`config.mk`:
```
export PLATFORM = sky130hd
export DESIGN_NAME = bfp_queue
export DESIGN_NICKNAME = d
export VERILOG_FILES = /design/src/bfp_pkg.sv /design/src/bfp_queue.sv
export SDC_FILE = /design/constraint.sdc
export NUM_CORES = 1
export LEC_CHECK = 0
export ABC_AREA = 1
export BUFFER_PORTS_ARGS = -buffer_cell sky130_fd_sc_hd__buf_2
export CAP_MARGIN = 20
export CORE_MARGIN = 8
export CORE_UTILIZATION = 58
export CTS_BUF_LIST = sky130_fd_sc_hd__clkbuf_4
export DETAILED_ROUTE_END_ITERATION = 7
export PLACE_DENSITY = 0.87
export SYNTH_ARGS = -nofsm -noshare
export SYNTH_HDL_FRONTEND = slang
export SYNTH_SLANG_ARGS = --single-unit
```
`constraint.sdc`:
```
create_clock -name clk -period 6.3 [get_ports clk]
set_input_delay 1.26 -clock clk [delete_from_list [all_inputs] [get_ports clk]]
set_output_delay 1.26 -clock clk [all_outputs]
set_load 0.01 [all_outputs]
```
`src/bfp_pkg.sv`:
```
// Shared constants, codes and job type for the byte FIFO with peek.
// No dependencies; every other file of the block imports this package.
package bfp_pkg;

    localparam int DEPTH_DEF     = 4096;
    localparam int ADD_BYTES_DEF = 8;
    localparam int MAX_READ_DEF  = 64;

    localparam int CMD_W  = 2;
    localparam int DATA_W = 64;
    localparam int ALEN_W = 4;
    localparam int RLEN_W = 7;
    localparam int OFS_W  = 12;
    localparam int CNT_W  = 7;
    localparam int CAP_W  = 13;

    localparam logic [CAP_W-1:0] CAP_RESET = 13'd4096;

    localparam logic [CMD_W-1:0] CMD_ADD    = 2'd0;
    localparam logic [CMD_W-1:0] CMD_PEEK   = 2'd1;
    localparam logic [CMD_W-1:0] CMD_GET    = 2'd2;
    // reserved code: ignored, answered with one empty result
    localparam logic [CMD_W-1:0] CMD_UNUSED = 2'd3;

    // register index, taken from paddr[2]
    localparam logic REG_CAP_IDX = 1'b0;

    typedef enum logic [1:0] {
        OP_ADD,
        OP_READ,
        OP_EMPTY
    } op_t;

    typedef struct packed {
        op_t               op;
        logic [CNT_W-1:0]  cnt;
        logic [DATA_W-1:0] data;
    } job_t;

endpackage

```
`src/bfp_queue.sv`:
```
// Two-entry job queue between front and back end.
// Depends on bfp_pkg for job_t, whose width is the default of W.
module bfp_queue
    import bfp_pkg::*;
#(
    parameter int W = $bits(job_t)
)
(
    input  logic         clk,
    input  logic         rst_n,
    input  logic         push,
    input  logic [W-1:0] push_data,
    input  logic         pop,
    output logic [W-1:0] head_data,
    output logic         not_empty,
    output logic         full
);

    logic [W-1:0] slot_reg [2];
    logic         wr_reg, rd_reg;
    logic [1:0]   num_reg;

    assign full      = (num_reg == 2'd2);
    assign not_empty = (num_reg != 2'd0);
    assign head_data = slot_reg[rd_reg];

    always_ff @(posedge clk)
    begin
        if (push && !full)
            slot_reg[wr_reg] <= push_data;
    end

    always_ff @(posedge clk or negedge rst_n)
    begin
        if (!rst_n)
        begin
            wr_reg  <= 1'b0;
            rd_reg  <= 1'b0;
            num_reg <= 2'd0;
        end
        else
        begin
            if (push && !full)
                wr_reg <= ~wr_reg;
            if (pop && not_empty)
                rd_reg <= ~rd_reg;
            num_reg <= num_reg + {1'b0, (push && !full)} - {1'b0, (pop && not_empty)};
        end
    end

endmodule

```
==> summary.txt <==
Status: finished, final reports clean
Critical-path maximum fanout: 43
CTS tree: yes
GR peak layer: met2
Endpoints failing setup: 0
Antenna violation net count after detailed routing: 0
Adder-cell share of the synthesized area: 0.4489%
CTS Hold Bufs: 0
Period utilization: 51.29%
Post-Synth XOR/XNOR Area: 0%
Vias/cell: 4.870
CP required: 5.04 ns
Initial antenna violation count: 0
Worst path arrival time: 1.97 ns
Syn Inst Count: 414
Leakage dissipation: 0.002974 uW
DR WL/cell: 15.32 um
Die Wd: 114.0 um
Io pins: 152
HP Class: flop to flop
Worst Max-Slew Pin Slew: 0.9377 ns
Switching share of power: 34.36%
Vias in the first global route: 3543
Layout cells sized above 1: 32.48%
Switching Power: 1060 uW
Postcts setup bufs: 0
Startpoint types: flop
Vias: 3477
GR Util met1: 18.44%
Comb power frac: 33.0%
H-Tree Depth: 4
Top-count cell post-synth: nand2_1
Clock power share: 21.2%
PortBufs: 151
Top area cells in the synthesized netlist: edfxtp_1 (79%), nand2_1 (16%), dfrtp_1 (1.8%)
Ant diodes: 0
Post_cts resized: 0
Routability Congestion: 0.7690
Max reg flops: 146
Num CTS Buffers: 17
Synth unique cells: 11
Initial DRC count: 329
Setup Skew: 0.01549 ns
Nets@finish: 651
Core area: 9284 um^2
Yosys warns: 0
Final min period: 3.231 ns
Largest net degree at the start of global routing: 75
Synth-to-Final Area Change: 20.83%
GRT met2 Usage: 28.04%
Die Y: 114.0 um
First-pass GRT wire length: 16.71 mm
Syn nets: 493
Max-Cap Viols: 0
Critical path class: flop to output port
Placed cell area: 6405 um^2
Rows: 35
Internal power: 2024 uW
Final instance area: 6735 um^2
Cell Area, Synth: 5574 um^2
Met3 Use GR: 6.815%
Sink Count: 150
Main combinational cell family by area after synthesis: simple AND/OR/NAND/NOR gates
Post-synthesis register bit count: 150
Worst setup EP type: output port
Synth cell count leaders: nand2_1 (232), edfxtp_1 (146), inv_1 (9)
Filler cells: 644
PnR worst setup slack: 3.069 ns
Setup Total Neg Slack: 0 ns
Power Dens Cells: 457.9 nW/um^2
Multiplexer area fraction after synthesis: 0%
Number of max-slew violations in the final report: 0
Ys flop type: edfxtp_1
DR DRC count: 0
Max frequency: 309.5 MHz
Clk Latency, worst-skew pair: 0.49 ns
Clk slew on worst S/H paths: 0.12 ns
Post-synthesis simple-gate area fraction: 15.96%
Final Util: 72.55%
Placement Setup Slack: 3.059 ns
Compound-Gate Fraction of Synth Area: 0%
Die area: 13000 um^2
Mean area per synthesized cell: 13.46 um^2
DRT Wirelength: 10.94 mm
Share of the synthesized area in the top cell type: 78.65%
Pre-antenna DRT Iters: 5
RSZ-0062 raised after global routing: false
GRT overflow: 0
Sequential share of power: 45.8%
Relative slew margins: 37.34%
Post-synthesis sequential area ratio: 80.45%
Clock root cell: clkbuf_4
Maximum clock path buffer count: 2
Yosys top cell by area: edfxtp_1
Post-synth EDFFs: 146
Post-DP HPWL: 7.399 mm
Hold Violations, Final: 0
GRT Util Overall: 16.78%
Initial Util: 60.04%
Peak VDD IR: 0.0002203 V
Async SR Flop Fraction: 2.667%
## cell families (layout without fill, tap and decap cells)
logic type / count (synthesis) / in the layout
buffers and inverters: 26 / 197
AND/OR/NAND/NOR: 236 / 236
adder cells (fa/ha/maj): 2 / 2
flip-flops: 150 / 150
## power by group through the flow
stage          Clock (uW)  Combinational (uW)  Sequential, uW
5_1_grt               698                1140            1430
4_1_cts               662                1040            1410
6_report              653                1020            1410
2_1_floorplan           0                 653            1440
3_3_place_gp            0                1000            1430
3_5_place_dp            0                1040            1440
## worst max-delay path, cell delays in order, from the launching register on
cell and delay [ns]:
dfrtp_2 0.43, inv_2 0.44, buf_12 0.29, nand2_1 0.07, nand2_1 0.09, buf_2 0.15
## layout by cell type, fill, tap and decap left out
| cell | count |
|---|---|
| inv_1 | 8 |
| nor2_4 | 1 |
| clkinv_4 | 2 |
| clkinv_1 | 1 |
| buf_12 | 1 |
| bufinv_16 | 4 |
| ha_1 | 2 |
| buf_4 | 3 |
| nand2_1 | 232 |
| clkinv_2 | 1 |
| inv_2 | 2 |
| inv_6 | 3 |
| dfrtp_2 | 1 |
| nand3_1 | 3 |
| dfrtp_1 | 3 |
| clkbuf_4 | 21 |
| edfxtp_1 | 146 |
| buf_2 | 151 |
## cell type report
cell class                 instances  area, um^2  area share, %
sequential                       150        4486          66.60
clock buffer                      21       157.7          2.341
inverter                          10       37.54         0.5573
timing repair buffer             155       798.3          11.85
tap                              129       161.4          2.396
clock inverter                    11       172.7          2.564
multi-input combinational        238       922.1          13.69
## metal layers
metal | routed length (um) | up-vias | part of all wire, %
met5 | 0 | - | 0
met3 | 1018 | 18 | 9.3
li1 | - | 1705 | -
met4 | 179 | 0 | 1.6
met2 | 5670 | 153 | 52
met1 | 4071 | 1601 | 37
## through the flow
stage	power, uW	cells	hold slack [ns]
after floorplan	2093	414	0.4419
after global placement	2428	681	0.4567
after detailed placement	2476	682	0.4968
after CTS	3117	714	0.4993
after global routing	3273	714	0.4904
final	3084	714	0.5089
## path summary, 6_finish.rpt
kind / start / cells past startpoint / endpoint / slack, ns
worst max-delay path: rd_reg / 5 / head_data[16] / 3.07
worst min-delay path: wr_reg / 2 / wr_reg / 0.51
worst max register to register: num_reg[0] / 5 / slot_reg[1][18] / 3.95
worst min register to register: wr_reg / 2 / wr_reg / 0.51
max in group asynchronous: rst_n / 1 / rd_reg / 5.60
min in group asynchronous: rst_n / 1 / wr_reg / 0.55
Power figures use the tool's default switching activity.
