--- src/bfp_pkg.sv ---
// Shared constants, codes and job type for the byte FIFO with peek.
// No dependencies; every other file of the block imports this package.
package bfp_pkg;

    localparam int DEPTH_DEF     = 4096;
    localparam int ADD_BYTES_DEF = 8;
    localparam int MAX_READ_DEF  = 64;

    localparam int CMD_W  = 2;
    localparam int DATA_W = 64;
    localparam int ALEN_W = 4;
    localparam int RLEN_W = 7;
    localparam int OFS_W  = 12;
    localparam int CNT_W  = 7;
    localparam int CAP_W  = 13;

    localparam logic [CAP_W-1:0] CAP_RESET = 13'd4096;

    localparam logic [CMD_W-1:0] CMD_ADD    = 2'd0;
    localparam logic [CMD_W-1:0] CMD_PEEK   = 2'd1;
    localparam logic [CMD_W-1:0] CMD_GET    = 2'd2;
    // reserved code: ignored, answered with one empty result
    localparam logic [CMD_W-1:0] CMD_UNUSED = 2'd3;

    // register index, taken from paddr[2]
    localparam logic REG_CAP_IDX = 1'b0;

    typedef enum logic [1:0] {
        OP_ADD,
        OP_READ,
        OP_EMPTY
    } op_t;

    typedef struct packed {
        op_t               op;
        logic [CNT_W-1:0]  cnt;
        logic [DATA_W-1:0] data;
    } job_t;

endpackage

--- src/bfp_front.sv ---
// Front end: classify each item, commit head and fill, and build a job.
// Depends on bfp_pkg.
module bfp_front
    import bfp_pkg::*;
#(
    parameter int DEPTH     = DEPTH_DEF,
    parameter int ADD_BYTES = ADD_BYTES_DEF,
    parameter int MAX_READ  = MAX_READ_DEF
)
(
    input  logic                      clk,
    input  logic                      rst_n,
    input  logic                      accept,
    input  logic [CAP_W-1:0]          cap,
    input  logic [CMD_W-1:0]          command,
    input  logic [DATA_W-1:0]         add_data,
    input  logic [ALEN_W-1:0]         add_length,
    input  logic [RLEN_W-1:0]         read_length,
    input  logic [OFS_W-1:0]          offset,
    input  logic                      partial,
    output job_t                      job,
    output logic [$clog2(DEPTH)-1:0]  job_addr
);

    localparam int PW  = $clog2(DEPTH);
    localparam int FW  = $clog2(DEPTH + 1);
    localparam int M1  = (FW > OFS_W) ? FW : OFS_W;
    localparam int M2  = (M1 > CAP_W) ? M1 : CAP_W;
    localparam int WW  = M2 + 1;

    logic [PW-1:0] head_reg, head_next;
    logic [FW-1:0] fill_reg, fill_next;

    logic [WW-1:0] dep_w, cap_w, eff_w, fill_w, head_w, room;
    logic [WW-1:0] alen, take, tail;
    logic [WW-1:0] rlen, pos, len, start_sum, start_w, new_fill, adv_sum, adv_w;
    logic          rd_part, rd_empty, rd_short;

    always_comb
    begin
        dep_w  = WW'(DEPTH);
        cap_w  = WW'(cap);
        fill_w = WW'(fill_reg);
        head_w = WW'(head_reg);
        eff_w  = (cap_w > dep_w) ? dep_w : cap_w;
        room   = (eff_w > fill_w) ? (eff_w - fill_w) : '0;

        // add: saturate length, then fit into the free room
        alen = (WW'(add_length) > WW'(ADD_BYTES)) ? WW'(ADD_BYTES) : WW'(add_length);
        if ((room == '0) || (!partial && (alen > room)))
            take = '0;
        else
            take = (alen < room) ? alen : room;
        tail = head_w + fill_w;
        if (tail >= dep_w)
            tail = tail - dep_w;

        // peek / get
        rlen     = (WW'(read_length) > WW'(MAX_READ)) ? WW'(MAX_READ) : WW'(read_length);
        pos      = (command == CMD_GET) ? '0 : WW'(offset);
        rd_part  = (command == CMD_GET) ? partial : 1'b1;
        rd_short = (pos + rlen) > fill_w;
        rd_empty = (pos >= fill_w) || (rlen == '0) || (rd_short && !rd_part);
        len      = rd_short ? (fill_w - pos) : rlen;
        start_sum = head_w + pos;
        start_w   = (start_sum >= dep_w) ? (start_sum - dep_w) : start_sum;
        new_fill  = fill_w - len;
        adv_sum   = head_w + len;
        adv_w     = (adv_sum >= dep_w) ? (adv_sum - dep_w) : adv_sum;

        job.data  = add_data;
        job.op    = OP_EMPTY;
        job.cnt   = '0;
        job_addr  = '0;
        head_next = head_reg;
        fill_next = fill_reg;

        case (command)
            CMD_ADD:
            begin
                job.op    = OP_ADD;
                job.cnt   = CNT_W'(take);
                job_addr  = PW'(tail);
                fill_next = FW'(fill_w + take);
            end
            CMD_PEEK, CMD_GET:
            begin
                if (!rd_empty)
                begin
                    job.op   = OP_READ;
                    job.cnt  = CNT_W'(len);
                    job_addr = PW'(start_w);
                    if (command == CMD_GET)
                    begin
                        fill_next = FW'(new_fill);
                        head_next = (new_fill == '0) ? '0 : PW'(adv_w);
                    end
                end
            end
            default:
            begin
                job.op = OP_EMPTY;
            end
        endcase
    end

    always_ff @(posedge clk or negedge rst_n)
    begin
        if (!rst_n)
        begin
            head_reg <= '0;
            fill_reg <= '0;
        end
        else if (accept)
        begin
            head_reg <= head_next;
            fill_reg <= fill_next;
        end
    end

endmodule

--- config.mk ---
export PLATFORM = sky130hd
export DESIGN_NAME = bfp_front
export DESIGN_NICKNAME = d
export VERILOG_FILES = /design/src/bfp_pkg.sv /design/src/bfp_front.sv
export SDC_FILE = /design/constraint.sdc
export NUM_CORES = 1
export LEC_CHECK = 0
export BUFFER_PORTS_ARGS = -buffer_cell sky130_fd_sc_hd__buf_2
export CAP_MARGIN = 20
export CORE_ASPECT_RATIO = 0.75
export CORE_UTILIZATION = 35
export DETAILED_ROUTE_END_ITERATION = 6
export HOLD_SLACK_MARGIN = 0.1
export PLACE_DENSITY_LB_ADDON = 0.2
export SYNTH_ARGS = -nofsm -noshare
export SYNTH_HDL_FRONTEND = slang
export SYNTH_SLANG_ARGS = --single-unit
--- constraint.sdc ---
create_clock -name clk -period 7.1 [get_ports clk]
set_input_delay 0.71 -clock clk [delete_from_list [all_inputs] [get_ports clk]]
set_output_delay 0.71 -clock clk [all_outputs]
set_load 0.1 [all_outputs]
==> summary.md, run 1 <==
| Metric | Value |
|---|---|
| R2r setup slk | about 730 ps |
| Longest Clk Path Bufs | 2 |
| Initial Utilization | 0.361 |
| CTS Hold Bufs | 0 |
| Design area | 8260 µm² |
| CTS Buf Count | 3 |
| Layout area overhead | 16.9% |
| RSZ-0062 raised after global routing | false |
| Initial drt markers | 487 |
| Final number of max-transition violations | 0 |
| Avg Cell Area, Syn | 7.47 µm² |
| Critical path peak fanout | 11 |
| Outcome | finished, violations left |
| Initial antenna violation count | 0 |
| First-pass GRT wire length | 34.9 mm |
| Sequential Power Share | 0.073 |
| DR pass1 iterations | 7 |
| Cells after synthesis | about 950 |
| Internal Power | 1.94 mW |
| Tmin final | 6820 ps |
| PD cells | 539 nW/µm² |
| Final setup violation count | 0 |
| Clock sinks | 25 |
| Port bufs | 62 |
| CP max-delay cell | a2111o_1 |
| H-tree depth | 1 |
| Total Die Area | 20,800 µm² |
| Worst-skew pair later-pin latency | 280 ps |
| R2R Path Start | fill_reg[2] |
| Final hold vios | 0 |
| CTS tree | done |
| Final HPWL DP | 18.5 mm |
| Root Buffer | clkbuf_16 |
| Core area | 19,500 µm² |
| Area post-placement | approximately 8000 µm² |
| CP startpoint kind | input pin |
| Mapped Area | 7060 µm² |
| Synth warn | 0 |
| Vias | 6,865 |
| Residual DRC | 17 |
| F_max | roughly 150 MHz |
| Sw frac | 0.564 |
| Net switching power | 2.51 mW |
| Max reg flops | 13 |
| Max incr delay on CP | ~400 ps |
| CP delay by family, top | compound AO/OA/AOI/OAI gates |
| Worst R2R End | fill_reg[11] |
| Rows | 44 |
| Final clock skew | 3.74 ps |
| Critical path required time | 7270 ps |
| Grt total ovfl | 0 |
| GRT Util Overall | 0.211 |
| Nature of the critical path endpoint | flop |
| R2R depth | 26 |
| Setup CP Type | input pin to flop |
| Met3 Use GR | 0.0269 |
| Final RePlAce weighted congestion | 0.882 |
| Total power | 4.45 mW |
| Max transition margin | 0.362 |
| Net count, final | 1,240 |
| Register area share after synthesis | 0.0886 |
| # IOs | between 150 and 200 |
| WHS | 482 ps |
| Final clock period utilization by the worst path | 0.960 |
| EDFF count, synth | 0 |
| Worst Tran Pin Value | 933 ps |
| Die width | 166 µm |
| Routing usage on met1 | 0.334 |
| Hold crit path type | input pin to asynchronous set/reset pin |
| Power share of the combinational group | 0.895 |
| # Max-Cap Violations | 0 |
| Failing checks | design-rule violations |
| Top Usage Layer GRT | met1 |
| Synth cell types | 79 |
| Routed WL | 22.3 mm |
| Yosys reg bits | 25 |
| Post-synth top flop | dfrtp_1 |
| Number of global-route vias before repair | 6,326 |
| Worst vdd ir | 0.324 mV |
| Antenna diodes | 0 |
| Clock Power Share | 0.032 |
| Die Span Y | 125 µm |
| Final WS setup | approximately 280 ps |
| ANT nets after route | 0 |
| Share of layout cells above drive strength 1 | 0.198 |
| Per-cell routed wire length | 17.6 µm |
| Drt via density | around 5.4 |
| Placement Setup Slack | -328 ps |
| Post-synth ARST share | 1.00 |
| Leakage | 3.82 nW |
| Worst path arrival time | 6990 ps |
| M2 GR Usage | 0.303 |
| Worst-path clk slew | 70 ps |
| Worst Path Buf+Inv | 8 |
| Largest net degree at the start of global routing | 27 |
==> layer usage <==
metal / part of all wire / vias to the layer above
met4: 0.0052 / 0
li1: - / 3496
met1: 0.55 / 3157
met5: 0 / -
met3: 0.056 / 10
met2: 0.39 / 202
==> timing repair <==
item	CTS	global route
buffers inserted	0	1
pin swaps	1	19
gates cloned	0	1
endpoints found under the setup margin	12	16
gates resized for setup	1	26
hold endpoints to repair	0	0
==> power by group through the flow <==
stage	logic (mW)	registers [mW]	clock network [mW]
CTS	3.91	0.324	0.145
detailed placement	3.88	0.327	0
finish	3.98	0.325	0.142
floorplan	2.88	0.296	0
global route	4.35	0.335	0.150
global placement	3.89	0.326	0
==> through the flow <==
step	TNS [ps]	utilization	cells
after detailed placement	-3610	0.411	1260
after global routing	0	0.423	1267
after CTS	0	0.415	1264
after floorplan	-439	-	952
after global placement	-1920	0.411	1260
final	0	0.423	1267
==> placed cells by master, fill, tap and decap left out, types with 17 or more instances in the layout <==
cell type  instances
a21o_1            20
a21oi_1           59
buf_12            17
buf_2             46
buf_4             79
dfrtp_1           25
ha_1             109
inv_1             73
nand2_1           49
nand2b_1          18
nand3_1           21
nor2_1            74
nor2b_1           32
nor3_1            22
o21ai_0           50
xnor2_1           38
xor2_1            22
==> worst reg2reg max path, cell delays in order, from the launching register on <==
cell and delay (ps):
dfrtp_1 520, inv_1 160, ha_1 420, a211oi_1 100
nor2_1 180, o21a_1 290, a31oi_2 160, a31oi_1 290
buf_4 210, nand2_1 70, ha_1 300, o21ai_0 80
nand2b_1 90, a21oi_1 140, a2111oi_1 450, nand3_1 180
a32oi_1 360, nor2_1 130, ha_1 290, a21oi_1 260
o21ai_0 190, a2111o_1 490, a41oi_1 320, o21ai_0 160
xor2_1 150, nand2_1 70, a31oi_1 220
==> worst max path at each step <==
stage	end	start	slack [ps]	cells past startpoint
after floorplan	job_addr[4]	command[0]	-350	20
after global placement	head_reg[1]	command[0]	-190	32
after detailed placement	head_reg[1]	command[0]	-330	32
after CTS	head_reg[1]	command[0]	10	32
after global routing	head_reg[1]	command[0]	20	35
final	head_reg[10]	command[0]	280	35
==> final cells by class <==
type / instances / area [µm²]
Tap cell: 253 / 317
Clock buffer: 4 / 78.8
Sequential cell: 25 / 626
Inverter: 73 / 274
Fill cell: 2020 / 11300
Multi-Input combinational cell: 768 / 5760
Timing Repair Buffer: 144 / 1200
==> cell families after synthesis <==
logic type,after synthesis,synth area share
AND/OR/NAND/NOR,295,0.216
AO/OA/AOI/OAI,269,0.256
buffers and inverters,159,0.120
adder cells (fa/ha/maj),119,0.219
XOR/XNOR,60,0.0744
flip-flops,25,0.0886
multiplexers,17,0.0250
other,1,0.000531
==> cell usage after synthesis (20+ instances only) <==
library cell    n  area [µm²]
a21oi_1        64         320
nor3_1         22         110
xnor2_1        38         333
nor2b_1        34         213
nand2_1        49         184
nor2_1         77         289
inv_1          73         274
a21o_1         20         150
nand3_1        21         105
xor2_1         22         193
o21ai_0        56         280
ha_1          111        1390
dfrtp_1        25         626
buf_4          64         480
Power figures use the tool's default switching activity.
==> inputs of run 2 (changes only) <==
- clock period: 7.1 -> 7.55 ns (I/O delays scaled with it)
==> run 2 against run 1 <==
  * The run still ends with design-rule violations left
  * Utilization is 2.5 points lower
  * Global-route usage decreased by 0.68 points
  * Via count is 1.6% lower
  * Design area is 5.9% lower
  * Wire length down 3.5%
==> summary.md, run 2 (synthesis gave the netlist of run 1 again) <==
| Metric | Value |
|---|---|
| F_max | 141 MHz |
| Die width | 166 µm (unchanged) |
| Rows | 44 (unchanged) |
| Outcome | finished, violations left |
| Design area | 7770 µm² (-5.9%) |
| Worst-path clk slew | 80 ps (about the same) |
| # IOs | 191 (unchanged) |
| Failing checks | design-rule violations |
| Final Non-Filler Cells | 1,216 (-4.0%) |
| Leakage | 3.56 nW (-6.8%) |
| ANT nets after route | 0 (unchanged) |
| Routed WL | 21.5 mm (-3.5%) |
| Post-Place Cells | 1,211 (-3.9%) |
| Top Usage Layer GRT | met1 |
| WHS | 517 ps (+35.2 ps) |
| CTS tree | done |
| Total Die Area | 20,800 µm² (unchanged) |
| CP max-delay cell | fa_1 |
| Worst-skew pair later-pin latency | 280 ps (about the same) |
| Die Span Y | 125 µm (unchanged) |
| Antenna diodes | 0 (unchanged) |
| Max incr delay on CP | 420 ps (about the same) |
| Critical path required time | 7700 ps (+430 ps) |
| Max transition margin | 0.418 (+0.0560) |
| Clock sinks | 25 (unchanged) |
| Tmin final | between 7000 and 8000 ps |
| Residual DRC | 11 (-6) |
| CTS Buf Count | 3 (unchanged) |
| Setup CP Type | input pin to flop |
| Final HPWL DP | 18.2 mm (-1.7%) |
| Commonest non-fill, non-tap cell in the layout | ha_1 |
| Vias | 6,757 (-1.6%) |
| Max reg flops | 13 (unchanged) |
| Core area | 19,500 µm² (unchanged) |
| DR pass1 iterations | 7 (unchanged) |
| Net count, final | 1,189 (-4.1%) |
| # Max-Cap Violations | 0 (unchanged) |
| Worst Path Buf+Inv | 6 (-2) |
| Largest net degree at the start of global routing | 27 (unchanged) |
| GRT Util Overall | 0.204 (-0.00678) |
| Final setup violation count | 0 (unchanged) |
| M2 GR Usage | 0.302 (-0.00149) |
| PD cells | 505 nW/µm² (-6.2%) |
| Final clock period utilization by the worst path | 0.943 |
| Grt total ovfl | 0 (unchanged) |
| Worst Tran Pin Value | 851 ps (-81.8 ps) |
| First-pass GRT wire length | 33.7 mm (-3.2%) |
| Critical path peak fanout | 12 (+1) |
| Final setup TNS | 0 ps (unchanged) |
| CP delay by family, top | compound AO/OA/AOI/OAI gates |
| Final RePlAce weighted congestion | 0.895 (+1.4%) |
| Layout area overhead | 10.1% |
| Number of global-route vias before repair | 6,260 (-1.0%) |
| Share of layout cells above drive strength 1 | 0.142 (-0.0560) |
| Root Buffer | clkbuf_16 |
| Hold crit path type | input pin to asynchronous set/reset pin |
| H-tree depth | 1 (unchanged) |
| Per-cell routed wire length | 17.7 µm (+0.56%) |
| Initial antenna violation count | 0 (unchanged) |
| R2R Path Start | fill_reg[10] |
| Worst path arrival time | 7270 ps (+280 ps) |
| CP startpoint kind | input pin |
| Final hold vios | 0 (unchanged) |
| Met3 Use GR | 0.0320 (+0.00506) |
| CP Launch Point | command[0] |
| Worst vdd ir | 0.344 mV (+6.1%) |
| Sequential cell area | 626 µm² (unchanged) |
| Area post-placement | 7630 µm² (-5.0%) |
| Nature of the critical path endpoint | flop |
| Port bufs | 62 (unchanged) |
| Drt via density | 5.56 (+2.6%) |
| Routing usage on met1 | 0.315 (-0.0192) |
| Most frequent CP cell | ha_1 |
| Initial drt markers | 536 (+10%) |
| Longest Clk Path Bufs | 2 (unchanged) |
| Final clock skew | 9.77 ps (+6.03 ps) |
| Footprint of the multi-input gates | 5670 µm² (-1.5%) |
| Initial Utilization | 0.361 (unchanged) |
| Most frequent cells in the layout | 110 x ha_1, 76 x nor2_1, 73 x inv_1 |
| Post-CTS Setup Bufs | 0 (unchanged) |
| Final number of max-transition violations | 0 (unchanged) |
| Fillers | 2,054 (+1.7%) |
[run 2: cell types whose count changed in the layout (fill, tap and decap cells not counted), moves of 2 or more]
cell      previous run  this run
o21ai_0             50        52
nor2_1              74        76
o32ai_2              3         0
fa_1                 6         8
nor2_2              13        11
a211oi_2             2         0
fa_2                 2         0
buf_4               79        29
o32ai_1              1         4
a211oi_1            12        14
ha_4                 2         0
[run 2: what timing repair did]
item,4_1_cts,5_1_grt
hold buffers,0,0
endpoints found under the setup margin,0,13
resized for setup,0,18
[run 2: metal layers]
layer / vias to the layer above / part of all wire
met5: - / 0
met4: 0 / 0.0085
met3: 16 / 0.054
met2: 193 / 0.40
met1: 3149 / 0.54
li1: 3399 / -
[run 2: path summary, 6_finish.rpt]
kind,cells after the start,slack (ps),to
setup / recovery,33,430,head_reg[1]
hold / removal,1,520,head_reg[7]
setup reg to reg,28,990,fill_reg[12]
hold reg to reg,2,620,head_reg[4]
max in group asynchronous,1,6570,fill_reg[1]
min in group clk,2,620,head_reg[4]
[run 2: final cells by class]
class | instances | share of cell area
clock buffers | 3 | 0.00966
inverters | 73 | 0.0352
multi-input cells | 768 | 0.730
repair buffers | 93 | 0.103
flip-flops and latches | 25 | 0.0805
clock inverters | 1 | 0.000644
well taps | 253 | 0.0407
[run 2: power by group]
group | switching (mW) | internal, mW
Combinational | 2.10 | 1.37
Clock | 0.0613 | 0.0721
Sequential | 0.127 | 0.198
[run 2: per-stage QoR]
step           setup slack [ps]   util  total power [mW]
2_1_floorplan             -29.8      -              2.98
3_3_place_gp              -74.5  0.391              3.75
3_5_place_dp               -235  0.391              3.74
4_1_cts                    20.6  0.395              3.89
5_1_grt                   -44.4  0.398              4.27
6_report                    433  0.398              3.93
==> inputs of run 3 (changes only) <==
- CORE_UTILIZATION: 35 -> 45
==> run 3 against run 2 <==
  * The flow now finishes without violations
  * Count of clock-buffer cells in the layout grew 1
  * Utilization grew 11 points
  * Worst setup slack lost 75 ps
  * Sequential power grew 4%
  * Critical path type unchanged
  * Largest power group unchanged
  * Highest routed layer unchanged
==> summary.md, run 3 (synthesis gave the netlist of run 1 again) <==
| Metric | Value |
|---|---|
| CTS Hold Bufs | 0 (unchanged) |
| Die width | 147 µm (-12%) |
| F_max | 139 MHz (-1.0%) |
| Footprint of the multi-input gates | 5650 µm² (-0.40%) |
| Root Buffer | clkbuf_16 |
| Total power | 3.91 mW (-0.45%) |
| Post-CTS Setup Bufs | 0 (unchanged) |
| WHS | 520 ps (+2.84 ps) |
| Rows | 39 (-11%) |
| Placement Setup Slack | -88.8 ps (+147 ps) |
| Max incr delay on CP | 410 ps (about the same) |
| CTS Buf Count | 3 (unchanged) |
| Total Die Area | 16,200 µm² (-22%) |
| Tmin final | 7190 ps (+75.1 ps) |
| Final RePlAce weighted congestion | 0.965 (+7.9%) |
| Final HPWL DP | 17.2 mm (-5.2%) |
| Resized Gates After CTS | 0 (unchanged) |
| CP startpoint kind | input pin |
| Die Span Y | 110 µm (-12%) |
| Number of global-route vias before repair | 6,282 (+0.35%) |
| Hold crit path type | input pin to asynchronous set/reset pin |
| H-tree depth | 1 (unchanged) |
| PD cells | 509 nW/µm² (+0.63%) |
| Final hold vios | 0 (unchanged) |
| Setup CP Type | input pin to flop |
| Final setup violation count | 0 (unchanged) |
| R2r setup slk | 840 ps (-150 ps) |
| Final Non-Filler Cells | 1,172 (-3.6%) |
| Max reg flops | 13 (unchanged) |
| Port bufs | 62 (unchanged) |
| Worst path arrival time | 7340 ps (+70 ps) |
| R2R Path Start | fill_reg[1] |
| # IOs | 191 (unchanged) |
| Final WS setup | 358 ps (-75.1 ps) |
| Leakage | 3.56 nW (+0.10%) |
| Worst-skew pair later-pin latency | 280 ps (about the same) |
| First-pass GRT wire length | 33.1 mm (-2.0%) |
| # Max-Cap Violations | 0 (unchanged) |
| Per-cell routed wire length | 17.6 µm (-0.59%) |
| Final setup TNS | 0 ps (unchanged) |
| Share of layout cells above drive strength 1 | 0.140 (-0.00266) |
| Worst-path clk slew | 70 ps (about the same) |
| Nature of the critical path endpoint | flop |
| Worst vdd ir | 0.302 mV (-12%) |
| ANT nets after route | 0 (unchanged) |
| Initial Utilization | 0.462 (+0.101) |
| Utilization after layout | 0.503 (+0.106) |
| GRT Util Overall | 0.254 (+0.0498) |
| Area post-placement | 7570 µm² (-0.79%) |
| Post-Place Cells | 1,167 (-3.6%) |
| Design area | 7690 µm² (-1.1%) |
| Initial antenna violation count | 0 (unchanged) |
| Most frequent cells in the layout | 110 x ha_1, 76 x nor2_1, 73 x inv_1 |
| Max transition margin | 0.402 (-0.0161) |
| Clock sinks | 25 (unchanged) |
| Final clock period utilization by the worst path | 0.953 (+0.00994) |
| Sequential cell area | 626 µm² (unchanged) |
| Worst Tran Pin Value | 875 ps (+23.6 ps) |
| Routed WL | 20.6 mm (-4.2%) |
| DR pass1 iterations | 5 (-2) |
| Residual DRC | 0 (-11) |
| Vias | 6,819 (+0.92%) |
| Grt total ovfl | 0 (unchanged) |
| Drt via density | 5.82 (+4.7%) |
| Commonest non-fill, non-tap cell in the layout | ha_1 |
| CTS tree | done |
| Net count, final | 1,193 (+0.34%) |
| Largest net degree at the start of global routing | 27 (unchanged) |
| Outcome | finished clean |
| Critical path required time | 7700 ps (about the same) |
| Initial drt markers | 567 (+5.8%) |
| Critical path peak fanout | 12 (unchanged) |
| Fillers | 1,542 (-25%) |
| Final number of max-transition violations | 0 (unchanged) |
| Antenna diodes | 0 (unchanged) |
| Layout area overhead | 8.89% |
| Core area | 15,300 µm² (-22%) |
| Longest Clk Path Bufs | 2 (unchanged) |
| Final clock skew | 3.80 ps (-5.97 ps) |
| R2R depth | 27 (-3.6%) |
| CP max-delay cell | a2111o_1 |
| Worst R2R End | fill_reg[12] |
## run 3: final cells by class
cell class,instances,area share
multi-input cells,768,0.735
repair buffers,97,0.104
flip-flops and latches,25,0.0814
inverters,73,0.0356
well taps,205,0.0334
clock buffers,4,0.0103
## run 3: layer usage
| metal | track usage | up-vias | share of wire |
|---|---|---|---|
| met5 | 0 | - | 0 |
| met3 | 0.0318 | 18 | 0.055 |
| met4 | 0.0361 | 0 | 0.0074 |
| met1 | 0.394 | 3210 | 0.53 |
| met2 | 0.374 | 177 | 0.40 |
| li1 | - | 3414 | - |
## run 3: critical path: cells and delay by family
family	cells	cell delay [ps]
XOR/XNOR	1	130
AND/OR/NAND/NOR	3	450
adder cells (fa/ha/maj)	5	1330
buffers and inverters	5	630
AO/OA/AOI/OAI	16	3360
multiplexers	2	670
## run 3: where the power goes
group          switching [mW]  internal, mW  total, mW  leakage, nW
Sequential              0.139         0.198      0.337        0.293
Clock                  0.0584        0.0728      0.131       0.0382
Combinational            2.08          1.36       3.44         3.23
## run 3: how the worst max path moves through the flow
stage / start / endpoint / slack, ps / depth (start not counted)
after floorplan: command[0] / job_addr[4] / -30 / 22
after global placement: command[0] / head_reg[1] / 40 / 33
after detailed placement: command[0] / head_reg[1] / -90 / 33
after CTS: command[0] / head_reg[1] / 180 / 33
after global routing: command[0] / head_reg[1] / -30 / 33
final: command[0] / head_reg[1] / 360 / 32
